File: config.mk
export PLATFORM = sky130hd
export DESIGN_NAME = midpoint_ellipse_rasterizer_top_flat
export DESIGN_NICKNAME = d
export VERILOG_FILES = /design/src/hdl/mer_pkg.sv /design/src/hdl/mer_if.sv /design/src/hdl/midpoint_ellipse_rasterizer_top.sv /design/src/hdl/mer_ctrl.sv /design/src/hdl/mer_datapath.sv /design/src/flat_wrapper.sv
export SDC_FILE = /design/constraint.sdc
export NUM_CORES = 2
export LEC_CHECK = 0
export BUFFER_PORTS_ARGS = -buffer_cell sky130_fd_sc_hd__buf_4
export CELL_PAD_IN_SITES_DETAIL_PLACEMENT = 2
export CELL_PAD_IN_SITES_GLOBAL_PLACEMENT = 2
export CORE_ASPECT_RATIO = 0.9
export CORE_MARGIN = 1
export CORE_UTILIZATION = 45
export DETAILED_ROUTE_END_ITERATION = 12
export HOLD_SLACK_MARGIN = 0.08
export PLACE_DENSITY_LB_ADDON = 0.12
export RECOVER_POWER = 50
export SYNTH_ARGS = -nofsm -noshare
export SYNTH_HDL_FRONTEND = slang
export SYNTH_SLANG_ARGS = --single-unit
export TNS_END_PERCENT = 10
File: constraint.sdc
create_clock -name i_clk -period 19 [get_ports i_clk]
set_input_delay 0.95 -clock i_clk [delete_from_list [all_inputs] [get_ports i_clk]]
set_output_delay 0.95 -clock i_clk [all_outputs]
set_load 0.01 [all_outputs]
File: src/hdl/mer_pkg.sv
// ----------------------------------------------------------------------------
// mer_pkg
// shared widths, codes and controller/datapath bundles for the midpoint
// ellipse rasterizer
// ----------------------------------------------------------------------------
package mer_pkg;

    // field widths
    localparam int AXIS_BITS  = 10;
    localparam int COORD_BITS = 11;
    localparam int OUT_BITS   = COORD_BITS + 2;

    // internal widths
    localparam int X_BITS   = AXIS_BITS + 1;
    localparam int SQ_BITS  = 2 * AXIS_BITS;
    localparam int MUL_W    = 2 * AXIS_BITS + 3;
    localparam int PROD_W   = 2 * MUL_W;
    localparam int DEC_BITS = 4 * AXIS_BITS + 8;
    localparam int BIT_W    = $clog2(AXIS_BITS);

    // item kinds
    localparam logic KIND_START = 1'b0;
    localparam logic KIND_STEP  = 1'b1;

    // datapath operations
    typedef enum logic [3:0] {
        OP_IDLE     = 4'd0,
        OP_START    = 4'd1,
        OP_EMIT     = 4'd2,
        OP_UPD      = 4'd3,
        OP_XFER_SQ  = 4'd4,
        OP_XFER_MUL = 4'd5,
        OP_XFER_SUM = 4'd6,
        OP_SQ       = 4'd7,
        OP_PRE1     = 4'd8,
        OP_PRE2     = 4'd9,
        OP_PRE3     = 4'd10,
        OP_PRE4     = 4'd11,
        OP_TRY      = 4'd12,
        OP_MULT     = 4'd13,
        OP_CMP      = 4'd14
    } t_op;

    // command from controller to datapath
    typedef struct packed {
        t_op op;
    } t_cmd;

    // status from datapath to controller
    typedef struct packed {
        logic active;
        logic y_zero;
        logic axis_zero;
        logic to_region_two;
        logic search_last;
        logic out_busy;
    } t_stat;

endpackage

File: src/hdl/mer_if.sv
// ----------------------------------------------------------------------------
// mer_in_if / mer_out_if
// valid/ready channels carrying rasterizer commands and point sets
// ----------------------------------------------------------------------------
interface mer_in_if;
    import mer_pkg::*;

    logic                  valid;
    logic                  ready;
    logic                  kind;
    logic [COORD_BITS-1:0] center_x;
    logic [COORD_BITS-1:0] center_y;
    logic [AXIS_BITS-1:0]  semi_axis_x;
    logic [AXIS_BITS-1:0]  semi_axis_y;

    modport source (
        output valid, kind, center_x, center_y, semi_axis_x, semi_axis_y,
        input  ready
    );

    modport sink (
        input  valid, kind, center_x, center_y, semi_axis_x, semi_axis_y,
        output ready
    );
endinterface

interface mer_out_if;
    import mer_pkg::*;

    logic                       valid;
    logic                       ready;
    logic signed [OUT_BITS-1:0] pt0_x;
    logic signed [OUT_BITS-1:0] pt0_y;
    logic signed [OUT_BITS-1:0] pt1_x;
    logic signed [OUT_BITS-1:0] pt1_y;
    logic signed [OUT_BITS-1:0] pt2_x;
    logic signed [OUT_BITS-1:0] pt2_y;
    logic signed [OUT_BITS-1:0] pt3_x;
    logic signed [OUT_BITS-1:0] pt3_y;
    logic                       last;

    modport source (
        output valid, pt0_x, pt0_y, pt1_x, pt1_y, pt2_x, pt2_y, pt3_x, pt3_y, last,
        input  ready
    );

    modport sink (
        input  valid, pt0_x, pt0_y, pt1_x, pt1_y, pt2_x, pt2_y, pt3_x, pt3_y, last,
        output ready
    );
endinterface

File: src/hdl/midpoint_ellipse_rasterizer_top.sv
// ----------------------------------------------------------------------------
// midpoint_ellipse_rasterizer_top
// two-region midpoint ellipse generator emitting four mirrored points per step
// ----------------------------------------------------------------------------
// A start transaction (kind 0) loads the centre and semi-axes and emits
// nothing; it then occupies the block while a^2, b^2, 4a^4 and the start
// decision value are formed and the region switch column is found one bit
// at a time (square, multiply by a^2+b^2, compare) on the two shared
// multipliers. A zero semi-axis leaves the block idle. Each step
// transaction (kind 1) while an ellipse is active emits one point set into
// the output register, forms the two decision products and then applies
// them. The single step that crosses into region two goes on to rebuild
// the decision value (square, multiply, sum). The set with y = 0 carries
// last, needs no update and ends the ellipse; steps while idle are dropped.
// A new transaction is taken once the sequencer is idle and the output
// register is free or being read.
// ----------------------------------------------------------------------------
module midpoint_ellipse_rasterizer_top (
    input  logic      i_clk,
    input  logic      i_rst_n,
    mer_in_if.sink    i_in,
    mer_out_if.source o_out
);
    import mer_pkg::*;

    t_cmd  w_cmd;
    t_stat w_stat;

    // sequencer
    mer_ctrl u_ctrl (
        .i_clk      (i_clk),
        .i_rst_n    (i_rst_n),
        .i_in_valid (i_in.valid),
        .i_kind     (i_in.kind),
        .i_stat     (w_stat),
        .o_in_ready (i_in.ready),
        .o_cmd      (w_cmd)
    );

    // arithmetic and output register
    mer_datapath u_datapath (
        .i_clk         (i_clk),
        .i_rst_n       (i_rst_n),
        .i_cmd         (w_cmd),
        .i_center_x    (i_in.center_x),
        .i_center_y    (i_in.center_y),
        .i_semi_axis_x (i_in.semi_axis_x),
        .i_semi_axis_y (i_in.semi_axis_y),
        .i_out_ready   (o_out.ready),
        .o_stat        (w_stat),
        .o_out_valid   (o_out.valid),
        .o_pt0_x       (o_out.pt0_x),
        .o_pt0_y       (o_out.pt0_y),
        .o_pt1_x       (o_out.pt1_x),
        .o_pt1_y       (o_out.pt1_y),
        .o_pt2_x       (o_out.pt2_x),
        .o_pt2_y       (o_out.pt2_y),
        .o_pt3_x       (o_out.pt3_x),
        .o_pt3_y       (o_out.pt3_y),
        .o_last        (o_out.last)
    );

endmodule

File: src/hdl/mer_ctrl.sv
// ----------------------------------------------------------------------------
// mer_ctrl
// sequencer: accepts transactions and steps the datapath through the
// setup, switch-point search, step update and region change sequences
// ----------------------------------------------------------------------------
module mer_ctrl (
    input  logic           i_clk,
    input  logic           i_rst_n,
    input  logic           i_in_valid,
    input  logic           i_kind,
    input  mer_pkg::t_stat i_stat,
    output logic           o_in_ready,
    output mer_pkg::t_cmd  o_cmd
);
    import mer_pkg::*;

    typedef enum logic [12:0] {
        S_IDLE = 13'b0000000000001,
        S_UPD  = 13'b0000000000010,
        S_T1   = 13'b0000000000100,
        S_T2   = 13'b0000000001000,
        S_T3   = 13'b0000000010000,
        S_SQ   = 13'b0000000100000,
        S_PRE1 = 13'b0000001000000,
        S_PRE2 = 13'b0000010000000,
        S_PRE3 = 13'b0000100000000,
        S_PRE4 = 13'b0001000000000,
        S_TRY  = 13'b0010000000000,
        S_MULT = 13'b0100000000000,
        S_CMP  = 13'b1000000000000
    } t_state;

    t_state r_state;
    t_state n_state;

    // next state and command decode
    always_comb begin
        n_state    = r_state;
        o_cmd.op   = OP_IDLE;
        o_in_ready = 1'b0;
        unique case (r_state)
            S_IDLE: begin
                o_in_ready = !i_stat.out_busy;
                if (i_in_valid && !i_stat.out_busy) begin
                    if (i_kind == KIND_START) begin
                        o_cmd.op = OP_START;
                        if (!i_stat.axis_zero) begin
                            n_state = S_SQ;
                        end
                    end else if (i_stat.active) begin
                        o_cmd.op = OP_EMIT;
                        if (!i_stat.y_zero) begin
                            n_state = S_UPD;
                        end
                    end
                end
            end
            S_UPD: begin
                o_cmd.op = OP_UPD;
                n_state  = i_stat.to_region_two ? S_T1 : S_IDLE;
            end
            S_T1: begin
                o_cmd.op = OP_XFER_SQ;
                n_state  = S_T2;
            end
            S_T2: begin
                o_cmd.op = OP_XFER_MUL;
                n_state  = S_T3;
            end
            S_T3: begin
                o_cmd.op = OP_XFER_SUM;
                n_state  = S_IDLE;
            end
            S_SQ: begin
                o_cmd.op = OP_SQ;
                n_state  = S_PRE1;
            end
            S_PRE1: begin
                o_cmd.op = OP_PRE1;
                n_state  = S_PRE2;
            end
            S_PRE2: begin
                o_cmd.op = OP_PRE2;
                n_state  = S_PRE3;
            end
            S_PRE3: begin
                o_cmd.op = OP_PRE3;
                n_state  = S_PRE4;
            end
            S_PRE4: begin
                o_cmd.op = OP_PRE4;
                n_state  = S_TRY;
            end
            S_TRY: begin
                o_cmd.op = OP_TRY;
                n_state  = S_MULT;
            end
            S_MULT: begin
                o_cmd.op = OP_MULT;
                n_state  = S_CMP;
            end
            S_CMP: begin
                o_cmd.op = OP_CMP;
                n_state  = i_stat.search_last ? S_IDLE : S_TRY;
            end
            default: begin
                n_state = S_IDLE;
            end
        endcase
    end

    // state register
    always_ff @(posedge i_clk) begin
        if (!i_rst_n) begin
            r_state <= S_IDLE;
        end else begin
            r_state <= n_state;
        end
    end

endmodule

File: src/hdl/mer_datapath.sv
// ----------------------------------------------------------------------------
// mer_datapath
// ellipse state, two registered multipliers, decision arithmetic, the
// bit-by-bit switch-point search and the output register
// ----------------------------------------------------------------------------
module mer_datapath (
    input  logic                                i_clk,
    input  logic                                i_rst_n,
    input  mer_pkg::t_cmd                       i_cmd,
    input  logic [mer_pkg::COORD_BITS-1:0]      i_center_x,
    input  logic [mer_pkg::COORD_BITS-1:0]      i_center_y,
    input  logic [mer_pkg::AXIS_BITS-1:0]       i_semi_axis_x,
    input  logic [mer_pkg::AXIS_BITS-1:0]       i_semi_axis_y,
    input  logic                                i_out_ready,
    output mer_pkg::t_stat                      o_stat,
    output logic                                o_out_valid,
    output logic signed [mer_pkg::OUT_BITS-1:0] o_pt0_x,
    output logic signed [mer_pkg::OUT_BITS-1:0] o_pt0_y,
    output logic signed [mer_pkg::OUT_BITS-1:0] o_pt1_x,
    output logic signed [mer_pkg::OUT_BITS-1:0] o_pt1_y,
    output logic signed [mer_pkg::OUT_BITS-1:0] o_pt2_x,
    output logic signed [mer_pkg::OUT_BITS-1:0] o_pt2_y,
    output logic signed [mer_pkg::OUT_BITS-1:0] o_pt3_x,
    output logic signed [mer_pkg::OUT_BITS-1:0] o_pt3_y,
    output logic                                o_last
);
    import mer_pkg::*;

    typedef logic signed [MUL_W-1:0]    t_mop;
    typedef logic signed [PROD_W-1:0]   t_prod;
    typedef logic signed [DEC_BITS-1:0] t_dec;

    // ellipse state
    logic [COORD_BITS-1:0] r_ctr_col;
    logic [COORD_BITS-1:0] r_ctr_row;
    logic [AXIS_BITS-1:0]  r_a;
    logic [AXIS_BITS-1:0]  r_b;
    logic [SQ_BITS-1:0]    r_a_sq;
    logic [SQ_BITS-1:0]    r_b_sq;
    logic [SQ_BITS:0]      r_sum_sq;
    logic [X_BITS-1:0]     r_x;
    logic [AXIS_BITS-1:0]  r_y;
    logic [AXIS_BITS-1:0]  r_sw;
    logic [BIT_W-1:0]      r_bit;
    logic                  r_cand_le;
    t_dec                  r_d;
    t_dec                  r_kq;
    t_dec                  r_four_a4;
    t_dec                  r_pa;
    t_dec                  r_pb;
    logic                  r_reg2;
    logic                  r_active;

    // output register
    logic                       r_out_valid;
    logic signed [OUT_BITS-1:0] r_col_p;
    logic signed [OUT_BITS-1:0] r_col_m;
    logic signed [OUT_BITS-1:0] r_row_p;
    logic signed [OUT_BITS-1:0] r_row_m;
    logic                       r_last;

    // combinational helpers
    t_mop                 w_ma1;
    t_mop                 w_mb1;
    t_mop                 w_ma2;
    t_mop                 w_mb2;
    t_mop                 w_t;
    t_prod                w_prod1;
    t_prod                w_prod2;
    t_dec                 n_pa;
    t_dec                 n_pb;
    logic [AXIS_BITS-1:0] w_cand;
    logic [X_BITS-1:0]    w_x_inc;
    logic                 w_neg;
    logic                 w_to_r2;
    logic                 w_y_zero;

    assign w_cand   = r_sw | (AXIS_BITS'(1) << r_bit);
    assign w_t      = (t_mop'(w_cand) <<< 1) - t_mop'(1);
    assign w_x_inc  = r_x + X_BITS'(1);
    assign w_neg    = r_d[DEC_BITS-1];
    assign w_to_r2  = !r_reg2 && (w_x_inc > X_BITS'(r_sw));
    assign w_y_zero = (r_y == '0);

    // multiplier operand selection
    always_comb begin
        w_ma1 = '0;
        w_mb1 = '0;
        w_ma2 = '0;
        w_mb2 = '0;
        unique case (i_cmd.op)
            OP_EMIT: begin
                // step increments b^2(2x+3) and a^2(2y-2) in region one, b^2(2x+2) and a^2(2y-3) in region two
                w_ma1 = t_mop'(r_b_sq);
                w_mb1 = (t_mop'(r_x) <<< 1) + (r_reg2 ? t_mop'(2) : t_mop'(3));
                w_ma2 = t_mop'(r_a_sq);
                w_mb2 = (t_mop'(r_y) <<< 1) - (r_reg2 ? t_mop'(3) : t_mop'(2));
            end
            OP_XFER_SQ: begin
                w_ma1 = t_mop'(r_x);
                w_mb1 = t_mop'(r_x) + t_mop'(1);
                w_ma2 = t_mop'(r_y) - t_mop'(1);
                w_mb2 = t_mop'(r_y) - t_mop'(1);
            end
            OP_XFER_MUL: begin
                w_ma1 = t_mop'(r_b_sq);
                w_mb1 = $signed(r_pa[MUL_W-1:0]);
                w_ma2 = t_mop'(r_a_sq);
                w_mb2 = $signed(r_pb[MUL_W-1:0]);
            end
            OP_SQ: begin
                w_ma1 = t_mop'(r_a);
                w_mb1 = t_mop'(r_a);
                w_ma2 = t_mop'(r_b);
                w_mb2 = t_mop'(r_b);
            end
            OP_PRE2: begin
                w_ma1 = t_mop'(r_a_sq);
                w_mb1 = t_mop'(r_a_sq);
                w_ma2 = t_mop'(r_a_sq);
                w_mb2 = t_mop'(r_b);
            end
            OP_PRE3: begin
                w_ma1 = t_mop'(r_a_sq);
                w_mb1 = t_mop'(r_b_sq);
            end
            OP_TRY: begin
                w_ma1 = w_t;
                w_mb1 = w_t;
            end
            OP_MULT: begin
                w_ma2 = $signed(r_pa[MUL_W-1:0]);
                w_mb2 = t_mop'(r_sum_sq);
            end
            default: begin
                w_ma1 = '0;
            end
        endcase
    end

    // the two multipliers, registered
    assign w_prod1 = w_ma1 * w_mb1;
    assign w_prod2 = w_ma2 * w_mb2;
    assign n_pa    = t_dec'(w_prod1);
    assign n_pb    = t_dec'(w_prod2);

    // arithmetic state, no reset needed
    always_ff @(posedge i_clk) begin
        r_pa <= n_pa;
        r_pb <= n_pb;
        unique case (i_cmd.op)
            OP_START: begin
                r_ctr_col <= i_center_x;
                r_ctr_row <= i_center_y;
                r_a       <= i_semi_axis_x;
                r_b       <= i_semi_axis_y;
                r_x       <= '0;
                r_y       <= i_semi_axis_y;
                r_sw      <= '0;
                r_bit     <= BIT_W'(AXIS_BITS - 1);
            end
            OP_EMIT: begin
                r_col_p <= OUT_BITS'(r_ctr_col) + OUT_BITS'(r_x);
                r_col_m <= OUT_BITS'(r_ctr_col) - OUT_BITS'(r_x);
                r_row_p <= OUT_BITS'(r_ctr_row) + OUT_BITS'(r_y);
                r_row_m <= OUT_BITS'(r_ctr_row) - OUT_BITS'(r_y);
                r_last  <= w_y_zero;
            end
            OP_UPD: begin
                if (!r_reg2) begin
                    // region one: x always advances
                    if (w_neg) begin
                        r_d <= r_d + r_pa;
                    end else begin
                        r_d <= r_d + r_pa - r_pb;
                        r_y <= r_y - AXIS_BITS'(1);
                    end
                    r_x <= w_x_inc;
                end else begin
                    // region two: y always retreats
                    if (w_neg) begin
                        r_d <= r_d + r_pa - r_pb;
                        r_x <= w_x_inc;
                    end else begin
                        r_d <= r_d - r_pb;
                    end
                    r_y <= r_y - AXIS_BITS'(1);
                end
            end
            OP_XFER_SUM: begin
                // b^2(x^2+x) + a^2(y-1)^2 + floor(b^2/4) - a^2 b^2
                r_d <= r_pa + r_pb + r_kq;
            end
            OP_PRE1: begin
                r_a_sq   <= r_pa[SQ_BITS-1:0];
                r_b_sq   <= r_pb[SQ_BITS-1:0];
                r_sum_sq <= r_pa[SQ_BITS:0] + r_pb[SQ_BITS:0];
            end
            OP_PRE3: begin
                r_four_a4 <= r_pa <<< 2;
                r_d       <= t_dec'(r_a_sq >> 2) + t_dec'(r_b_sq) - r_pb;
            end
            OP_PRE4: begin
                r_kq <= t_dec'(r_b_sq >> 2) - r_pa;
            end
            OP_TRY: begin
                r_cand_le <= (w_cand <= r_a);
            end
            OP_CMP: begin
                // keep the candidate bit if n <= a and (2n-1)^2 (a^2+b^2) <= 4a^4
                if (r_cand_le && (r_pb <= r_four_a4)) begin
                    r_sw <= w_cand;
                end
                r_bit <= r_bit - BIT_W'(1);
            end
            default: begin
                r_cand_le <= r_cand_le;
            end
        endcase
    end

    // control state
    always_ff @(posedge i_clk) begin
        if (!i_rst_n) begin
            r_active    <= 1'b0;
            r_reg2      <= 1'b0;
            r_out_valid <= 1'b0;
        end else begin
            if (i_cmd.op == OP_EMIT) begin
                r_out_valid <= 1'b1;
            end else if (i_out_ready) begin
                r_out_valid <= 1'b0;
            end
            unique case (i_cmd.op)
                OP_START: begin
                    r_active <= 1'b0;
                    r_reg2   <= 1'b0;
                end
                OP_EMIT: begin
                    if (w_y_zero) begin
                        r_active <= 1'b0;
                    end
                end
                OP_UPD: begin
                    if (w_to_r2) begin
                        r_reg2 <= 1'b1;
                    end
                end
                OP_CMP: begin
                    if (r_bit == '0) begin
                        r_active <= 1'b1;
                    end
                end
                default: begin
                    r_active <= r_active;
                end
            endcase
        end
    end

    // status to the controller
    assign o_stat.active        = r_active;
    assign o_stat.y_zero        = w_y_zero;
    assign o_stat.axis_zero     = (i_semi_axis_x == '0) || (i_semi_axis_y == '0);
    assign o_stat.to_region_two = w_to_r2;
    assign o_stat.search_last   = (r_bit == '0);
    assign o_stat.out_busy      = r_out_valid && !i_out_ready;

    // output mapping of the mirrored points
    assign o_out_valid = r_out_valid;
    assign o_pt0_x     = r_col_p;
    assign o_pt0_y     = r_row_p;
    assign o_pt1_x     = r_col_m;
    assign o_pt1_y     = r_row_p;
    assign o_pt2_x     = r_col_p;
    assign o_pt2_y     = r_row_m;
    assign o_pt3_x     = r_col_m;
    assign o_pt3_y     = r_row_m;
    assign o_last      = r_last;

endmodule

File: src/flat_wrapper.sv
// flat-port wrapper written by rule: the top's interface ports become plain ports
module midpoint_ellipse_rasterizer_top_flat import mer_pkg::*;
  (i_clk, i_rst_n, i_in_valid, i_in_kind, i_in_center_x, i_in_center_y, i_in_semi_axis_x, i_in_semi_axis_y, i_in_ready, o_out_valid, o_out_pt0_x, o_out_pt0_y, o_out_pt1_x, o_out_pt1_y, o_out_pt2_x, o_out_pt2_y, o_out_pt3_x, o_out_pt3_y, o_out_last, o_out_ready);
  mer_in_if i_in_i ();
  mer_out_if o_out_i ();
  input  logic i_clk;
  input  logic i_rst_n;
  input wire logic [$bits(i_in_i.valid)-1:0] i_in_valid;
  input wire logic [$bits(i_in_i.kind)-1:0] i_in_kind;
  input wire logic [$bits(i_in_i.center_x)-1:0] i_in_center_x;
  input wire logic [$bits(i_in_i.center_y)-1:0] i_in_center_y;
  input wire logic [$bits(i_in_i.semi_axis_x)-1:0] i_in_semi_axis_x;
  input wire logic [$bits(i_in_i.semi_axis_y)-1:0] i_in_semi_axis_y;
  output wire logic [$bits(i_in_i.ready)-1:0] i_in_ready;
  output wire logic [$bits(o_out_i.valid)-1:0] o_out_valid;
  output wire logic [$bits(o_out_i.pt0_x)-1:0] o_out_pt0_x;
  output wire logic [$bits(o_out_i.pt0_y)-1:0] o_out_pt0_y;
  output wire logic [$bits(o_out_i.pt1_x)-1:0] o_out_pt1_x;
  output wire logic [$bits(o_out_i.pt1_y)-1:0] o_out_pt1_y;
  output wire logic [$bits(o_out_i.pt2_x)-1:0] o_out_pt2_x;
  output wire logic [$bits(o_out_i.pt2_y)-1:0] o_out_pt2_y;
  output wire logic [$bits(o_out_i.pt3_x)-1:0] o_out_pt3_x;
  output wire logic [$bits(o_out_i.pt3_y)-1:0] o_out_pt3_y;
  output wire logic [$bits(o_out_i.last)-1:0] o_out_last;
  input wire logic [$bits(o_out_i.ready)-1:0] o_out_ready;
  assign i_in_i.valid = i_in_valid;
  assign i_in_i.kind = i_in_kind;
  assign i_in_i.center_x = i_in_center_x;
  assign i_in_i.center_y = i_in_center_y;
  assign i_in_i.semi_axis_x = i_in_semi_axis_x;
  assign i_in_i.semi_axis_y = i_in_semi_axis_y;
  assign i_in_ready = i_in_i.ready;
  assign o_out_valid = o_out_i.valid;
  assign o_out_pt0_x = o_out_i.pt0_x;
  assign o_out_pt0_y = o_out_i.pt0_y;
  assign o_out_pt1_x = o_out_i.pt1_x;
  assign o_out_pt1_y = o_out_i.pt1_y;
  assign o_out_pt2_x = o_out_i.pt2_x;
  assign o_out_pt2_y = o_out_i.pt2_y;
  assign o_out_pt3_x = o_out_i.pt3_x;
  assign o_out_pt3_y = o_out_i.pt3_y;
  assign o_out_last = o_out_i.last;
  assign o_out_i.ready = o_out_ready;
  midpoint_ellipse_rasterizer_top u_core (.i_clk(i_clk), .i_rst_n(i_rst_n), .i_in(i_in_i), .o_out(o_out_i));
endmodule
# Yosys cells after proc, flatten, opt, wreduce, memory -nomap -nowiden
# Cells that the tools add are included.
[op_classes]
addsub = 21
n_mul = 2
magnitude_cmp = 3
n_eq_ne = 37
n_shift = 1
muxes = 39
bitwise = 1
n_reduce_logical = 27
[ops]
columns = ["cell", "n"]
rows = [
  ["$pmux W23 S5", 2],
  ["$pmux W23 S7", 1],
  ["$pmux W13 S12", 1],
  ["$mux W48", 3],
  ["$pmux W48 S3", 1],
  ["$sub A48 B46 Y48", 2],
  ["$mul A23 B23 Y46", 2],
  ["$pmux W23 S4", 1],
  ["$mux W13", 5],
  ["$pmux W4 S13", 1],
  ["$add A48 B46 Y48", 1],
  ["$add A48 B48 Y48", 1],
  ["$le A46 B48 Y1", 1],
  ["$add A46 B46 Y47", 1],
  ["$sub A19 B46 Y47", 1],
  ["$sub A22 B46 Y47", 1],
  ["$pmux W10 S2", 2],
  ["$mux W11", 3],
  ["$logic_not A10 Y1", 3],
  ["$mux W10", 3],
  ["$eq A4 B4 Y1 const B", 7],
  ["$pmux W11 S2", 1],
  ["$add A18 B20 Y21", 1],
  ["$add A21 B21 Y21", 1],
  ["52 further kinds", 85],
]
[totals]
regBits = 442
input_bits = 47

# Depth between registers and ports, before layout
[depth]
word_depth = 10
ltp_mapped = 40
mapped_depth_nobuf = 38

# By module
# A second synthesis with hierarchy kept.
[unflattened]
cells_unflattened = 8281
hier_area_um2 = 73965.9
[modules_own_cells]
columns = ["mod", "n_inst", "cells_each", "area_each_um2", "seq_area_each_um2"]
rows = [
  ["mer_datapath", 1, 8174, 73073.8, 11721.2],
  ["mer_ctrl", 1, 107, 892.1, 260.2],
]

# Worst setup path before layout
# No wires, ideal clock.
[synth_timing]
path_kind = "register to register"
startpoint = "reg u_core.u_ctrl.r_state[3]"
endpoint = "reg u_core.u_datapath.r_pa[44]"
arrival_time_ps = 10794
setup_slack_ps = 8134
stages_incl_launch_ff = 39
n_path_buf = 3
period_less_slack_ps = 10866
cell_sequence = "dfxtp_1 -> nor4_1 -> nand3_1 -> or4b_2 -> clkbuf_1 -> or2_2 -> inv_1 -> nand3_1 -> clkinv_1 -> clkbuf_1 -> a21oi_1 -> nand3_1 -> clkbuf_1 -> nand2_1 -> fa_1 -> inv_1 -> fa_1 -> inv_1 -> [... 3 more ...] -> inv_1 -> fa_1 -> inv_1 -> fa_1 -> inv_1 -> fa_1 -> inv_1 -> ha_1 -> nor2b_1 -> o21a_1 -> or3_1 -> a221o_1 -> a21oi_1 -> o311ai_0 -> nand3_1 -> nand2_1 -> a221oi_1 -> xnor2_1"
[synth_between]
elab_chain_len = 6
[synth_lines]
columns = ["item", "line_no", "source"]
rows = [
  ["start, declared", "mer_ctrl.sv:33", "t_state r_state;"],
  ["start signal, assigned", "mer_ctrl.sv:117", "r_state <= n_state;"],
  ["$eq A13 B13 Y1, or another cell as far along", "mer_ctrl.sv:41", "unique case (r_state)"],
  ["$pmux W4 S13 (*)", "mer_ctrl.sv:41", ""],
  ["$eq A4 B4 Y1, or another cell as far along", "mer_datapath.sv:91", "unique case (i_cmd.op)"],
  ["$reduce_or A2 Y1 (no line)", "-", ""],
  ["$pmux W23 S5", "mer_datapath.sv:91", ""],
  ["$mul A23 B23 Y46 (*)", "mer_datapath.sv:142", "assign w_prod1 = w_ma1 * w_mb1;"],
  ["net u_core.u_datapath.w_prod1[44]", "mer_datapath.sv:68", "t_prod w_prod1;"],
  ["end signal, assigned", "mer_datapath.sv:149", "r_pa <= n_pa;"],
  ["end, declared", "mer_datapath.sv:49", "t_dec r_pa;"],
]
# Mark *: on every way through the listed nets, which the timed path passes. The rest lies on a longest branch.
# A chain may end at the register's enable or synchronous reset.

# Worst setup path in the final report
[layout_timing]
startpoint = "reg u_core.u_ctrl.r_state[5]"
endpoint = "reg u_core.u_datapath.r_pa[44]"
# Same word-level chain as after synthesis.

==> results.md <==
- Counting every sink on the clock net gives between 400 and 500.
- Dividing the detail-routed via count by the number of cells gives between 6 and 7.
- The top flip-flop cell by instance count after synthesis is sky130_fd_sc_hd__edfxtp_1.
- The final setup violation count is 0.
- Once placement finished, the instance area stood at about 0.078 mm^2.
- The largest fanout of any net on the critical path is 30.
- The detailed router's first-iteration violation count is 5240.
- STA puts the critical path data arrival time at 13.30 ns.
- The maximum clock rate is 78.6 MHz.
- The post-detailed-route DRC marker count is 0.
- The count of input and output buffers is 149.
- The layout overhead on the synthesized area is 6.89%.
- The first detailed-routing pass ran for 6 iterations.
- The time the final worst path needs with I/O delays and setup is 12.72 ns.
- The number of buffers inserted by post-CTS setup repair is 0.
- Entering global routing, the biggest net connects 75 pins.
- The total of cells resized after clock tree synthesis is 0.
- The critical path launch point type is a flip-flop.
- Averaged over all synthesized cells, the footprint is 8.91 um^2.
- The count of endpoints failing hold in the final timing report is 0.
- Setup repair after global routing left no endpoint under its margin.
- In the final routed layout, each cell accounts on average for 30.4 um.
- The share of synthesized flip-flops with an asynchronous set or reset is 0%.
- Clock latency on the worst-skew pair, taken at its later pin, is about 0.70 ns.
- The routed wire length is between 300000 and 400000 um.
- The area enclosed by the die boundary is roughly 0.17 mm^2.
- For this design, the slowest cell found on the critical path is sky130_fd_sc_hd__or4b_2.
- The die extent in y is between 300 and 400 um.
- The maximum clock skew at final layout is 0.0545 ns.
- At the pin with the least slew margin, the transition time is 3.79 ns.
- The relative slew slack is -152%.
- Summed over all layers, the global routing overflow is 0.
- The required time at the endpoint of the critical path is 19.57 ns.
- The count of max-cap constraint violations is 7.
- The core outline area is roughly 0.16 mm^2.
- The post-route netlist has 4.01% of its cells at a drive strength greater than 1.
- The final reports fail on capacitance limit, slew limit.
- The number of cells produced by synthesis is 8300.
- The global-route wire length before repair is 479000 um.
- The x dimension of the die is roughly 430 um.
- Summed over all cells, the static leakage comes to 37.3 nW.
- The number of global-route vias before repair is 73500.
- The category of the most critical setup path is reg2reg.
- The last weighted congestion value of the routability-driven placer is 0.934.
- The total of warnings raised by yosys is 0.
- Across all hold checks on the routed design, the worst slack comes to 0.451 ns.
- The clock tree synthesis step divided the H-tree into 2 levels.
- After routing the design area is just under 0.08 mm^2.
- The sequential share of the synthesized area is 16.2%.
- The flip-flop and latch count after synthesis is 435.
- The number of buffers and inverters on the critical path is 8.
- Broken down by cell family, the worst path's largest delay share belongs to simple AND/OR/NAND/NOR gates.
- 154 I/O pins were placed.
- The type of the tightest min-delay check is in2reg.
- The via count is 64400.
- The initial antenna violation count is 16.
- The run finished, with violations left.
- The number of buffers between clock root and the deepest sink is 3.
- Hold repair after CTS inserted 0 buffers.
- The row count is 140.
- The peak ir drop on the vdd network is 0.0680 mV.
- For this run, the total global-route usage over all layers was measured as 38.6%.
- STA classifies the critical path endpoint as a flip-flop.
- For the final routed database, the setup TNS stands at 0 ns.
- The final cycle utilization of the critical path is about two thirds.
- The total clock buffers created by CTS is between 50 and 60.
- The final layout net count is 10200.
- The cell area after synthesis is between 0.07 and 0.08 mm^2.
- For this configuration, the core starts out at a cell density of ~46%.
- The final-report max-slew violation count is about 230.
- The filler cells instantiated in the layout total 17700.
- Detailed placement ended at an HPWL of approximately 260000 um.
- TritonCTS built the clock tree.
- The worst stage delay on the critical path is 0.82 ns.
- The count of flip-flops with a built-in enable after synthesis is 327.
- The total power per unit cell area is ~30 mW/mm^2.
- The clock transition at the registers of the reported paths is 0.06 ns.
- The root buffer cell chosen for the clock tree is sky130_fd_sc_hd__clkbuf_16.
- In this run, distinct cell masters in the synthesized netlist total between 90 and 100.
- Once detail routing completed, the nets flagged for antenna violations numbered 0.
[cell usage after synthesis (65+ instances only)]
cell type,n,area share [%]
sky130_fd_sc_hd__nand2b_1,84,0.71
sky130_fd_sc_hd__fa_1,1112,30
sky130_fd_sc_hd__o21ai_0,262,1.8
sky130_fd_sc_hd__nor2b_1,70,0.59
sky130_fd_sc_hd__a21oi_1,383,2.6
sky130_fd_sc_hd__a21o_1,237,2.4
sky130_fd_sc_hd__nor3_1,101,0.68
sky130_fd_sc_hd__o21a_1,66,0.67
sky130_fd_sc_hd__nand2_1,893,4.5
sky130_fd_sc_hd__xnor2_1,323,3.8
sky130_fd_sc_hd__o21bai_1,67,0.68
sky130_fd_sc_hd__clkbuf_1,243,1.2
sky130_fd_sc_hd__ha_1,658,11
sky130_fd_sc_hd__nand4_1,65,0.55
sky130_fd_sc_hd__xor2_1,137,1.6
sky130_fd_sc_hd__nor2_1,657,3.3
sky130_fd_sc_hd__edfxtp_1,327,13
sky130_fd_sc_hd__inv_1,1576,8.0
sky130_fd_sc_hd__nand3_1,86,0.58
sky130_fd_sc_hd__dfxtp_1,108,2.9
[final timing paths]
kind / cells after the start / slack, ns / from / to
hold / removal: 1 / 0.45 / i_in_center_y[9] / u_core.u_datapath.r_ctr_row[9]$_DFFE_PP_
hold reg to reg: 0 / 0.56 / u_core.u_datapath.r_pa[19]$_DFF_P_ / u_core.u_datapath.r_a_sq[19]$_DFFE_PN_
setup reg to reg: 35 / 6.28 / u_core.u_ctrl.r_state[5]$_SDFFE_PN0P_ / u_core.u_datapath.r_pa[44]$_DFF_P_
setup / recovery: 35 / 6.28 / u_core.u_ctrl.r_state[5]$_SDFFE_PN0P_ / u_core.u_datapath.r_pa[44]$_DFF_P_
[report_power, final]
| group | total [mW] | internal, mW | switching [mW] |
|---|---|---|---|
| clock network | 1.17 | 0.660 | 0.509 |
| logic | 0.136 | 0.0430 | 0.0930 |
| registers | 1.04 | 1.03 | 0.0134 |
[worst reg2reg max path, delay by kind of cell, from the launching register on]
kind | cells | cell delay (ns)
AOI/OAI and AO/OA | 7 | 2.86
DFF | 1 | 0.36
and+or+nand+nor | 11 | 4.45
adders and majority gates | 8 | 3.59
xor gates and xnor gates | 1 | 0.17
buffers and inverters | 8 | 1.20
[cell families (layout without fill, tap and decap cells)]
group / after synthesis / count (layout) / share of synthesized area (%)
buf+inv: 1906 / 1988 / 9.99
fa+ha+maj: 1770 / 1770 / 41.2
flops: 435 / 435 / 16.2
xor+xnor: 460 / 460 / 5.45
mux: 17 / 17 / 0.237
simple gates: 2221 / 2221 / 13.5
compound gates: 1490 / 1490 / 13.4
other cells: 1 / 8 / 0.00507
[state kept, by name (all words and copies together) (netlist names), 12 cells and up]
register                     cells
u_core.u_datapath.r_d           48
u_core.u_datapath.r_pa          46
u_core.u_datapath.r_b_sq        20
u_core.u_datapath.r_sum_sq      21
u_core.u_datapath.r_a_sq        20
u_core.u_ctrl.r_state           13
u_core.u_datapath.o_pt1_x       12
u_core.u_datapath.o_pt0_y       12
u_core.u_datapath.r_kq          47
u_core.u_datapath.r_pb          46
u_core.u_datapath.r_four_a4     46
[per-stage QoR]
step           worst slack, ns  power [mW]  utilization (%)  cells
3_3_place_gp              7.30        1.18             47.8  10400
3_5_place_dp              6.62        1.19             47.8  10400
2_1_floorplan             8.13        1.13                -   8303
5_1_grt                   5.90        2.39             48.6  10500
4_1_cts                   6.50        2.35             49.0  10500
6_report                  6.28        2.35             48.7  10500
[final cells by class]
| type | instances | area (um^2) | share of cell area, % |
|---|---|---|---|
| clock inverter | 29 | 268 | 0.339 |
| multi-input combinational | 5962 | 54800 | 69.3 |
| tap | 2130 | 2670 | 3.37 |
| clock buffer | 78 | 1670 | 2.11 |
| inverter | 1585 | 5950 | 7.52 |
| sequential | 435 | 12000 | 15.2 |
| timing repair buffer | 296 | 1700 | 2.15 |
| antenna | 4 | 10.0 | 0.0127 |
[routing by layer]
metal	vias up	share of wire, %	wire length [um]	global-route usage [%]
met3	819	7.4	23500	5.22
li1	27000	-	-	-
met2	2656	47	151000	63.8
met1	34000	40	129000	50.2
met4	6	5.3	16900	17.7
met5	-	0.0081	26	0
[layout by cell type (no fill, tap or decap), drive strengths merged, types with 46 or more instances in the layout]
cell type	Yosys	layout
nor2	657	657
inv	1578	1587
a21o	237	237
dfxtp	108	108
o21bai	67	67
nor4	46	46
ha	658	658
buf	78	135
clkbuf	243	239
nand4	65	65
a221o	57	57
nand2	893	893
xnor2	323	323
and2	65	65
o21a	66	66
nand3	86	86
nand2b	86	86
nor3	103	103
a221oi	56	56
and3	46	46
xor2	137	137
o21ai	263	263
a21oi	384	384
edfxtp	327	327
fa	1112	1112
nor2b	70	70
Power figures use the tool's default switching activity.
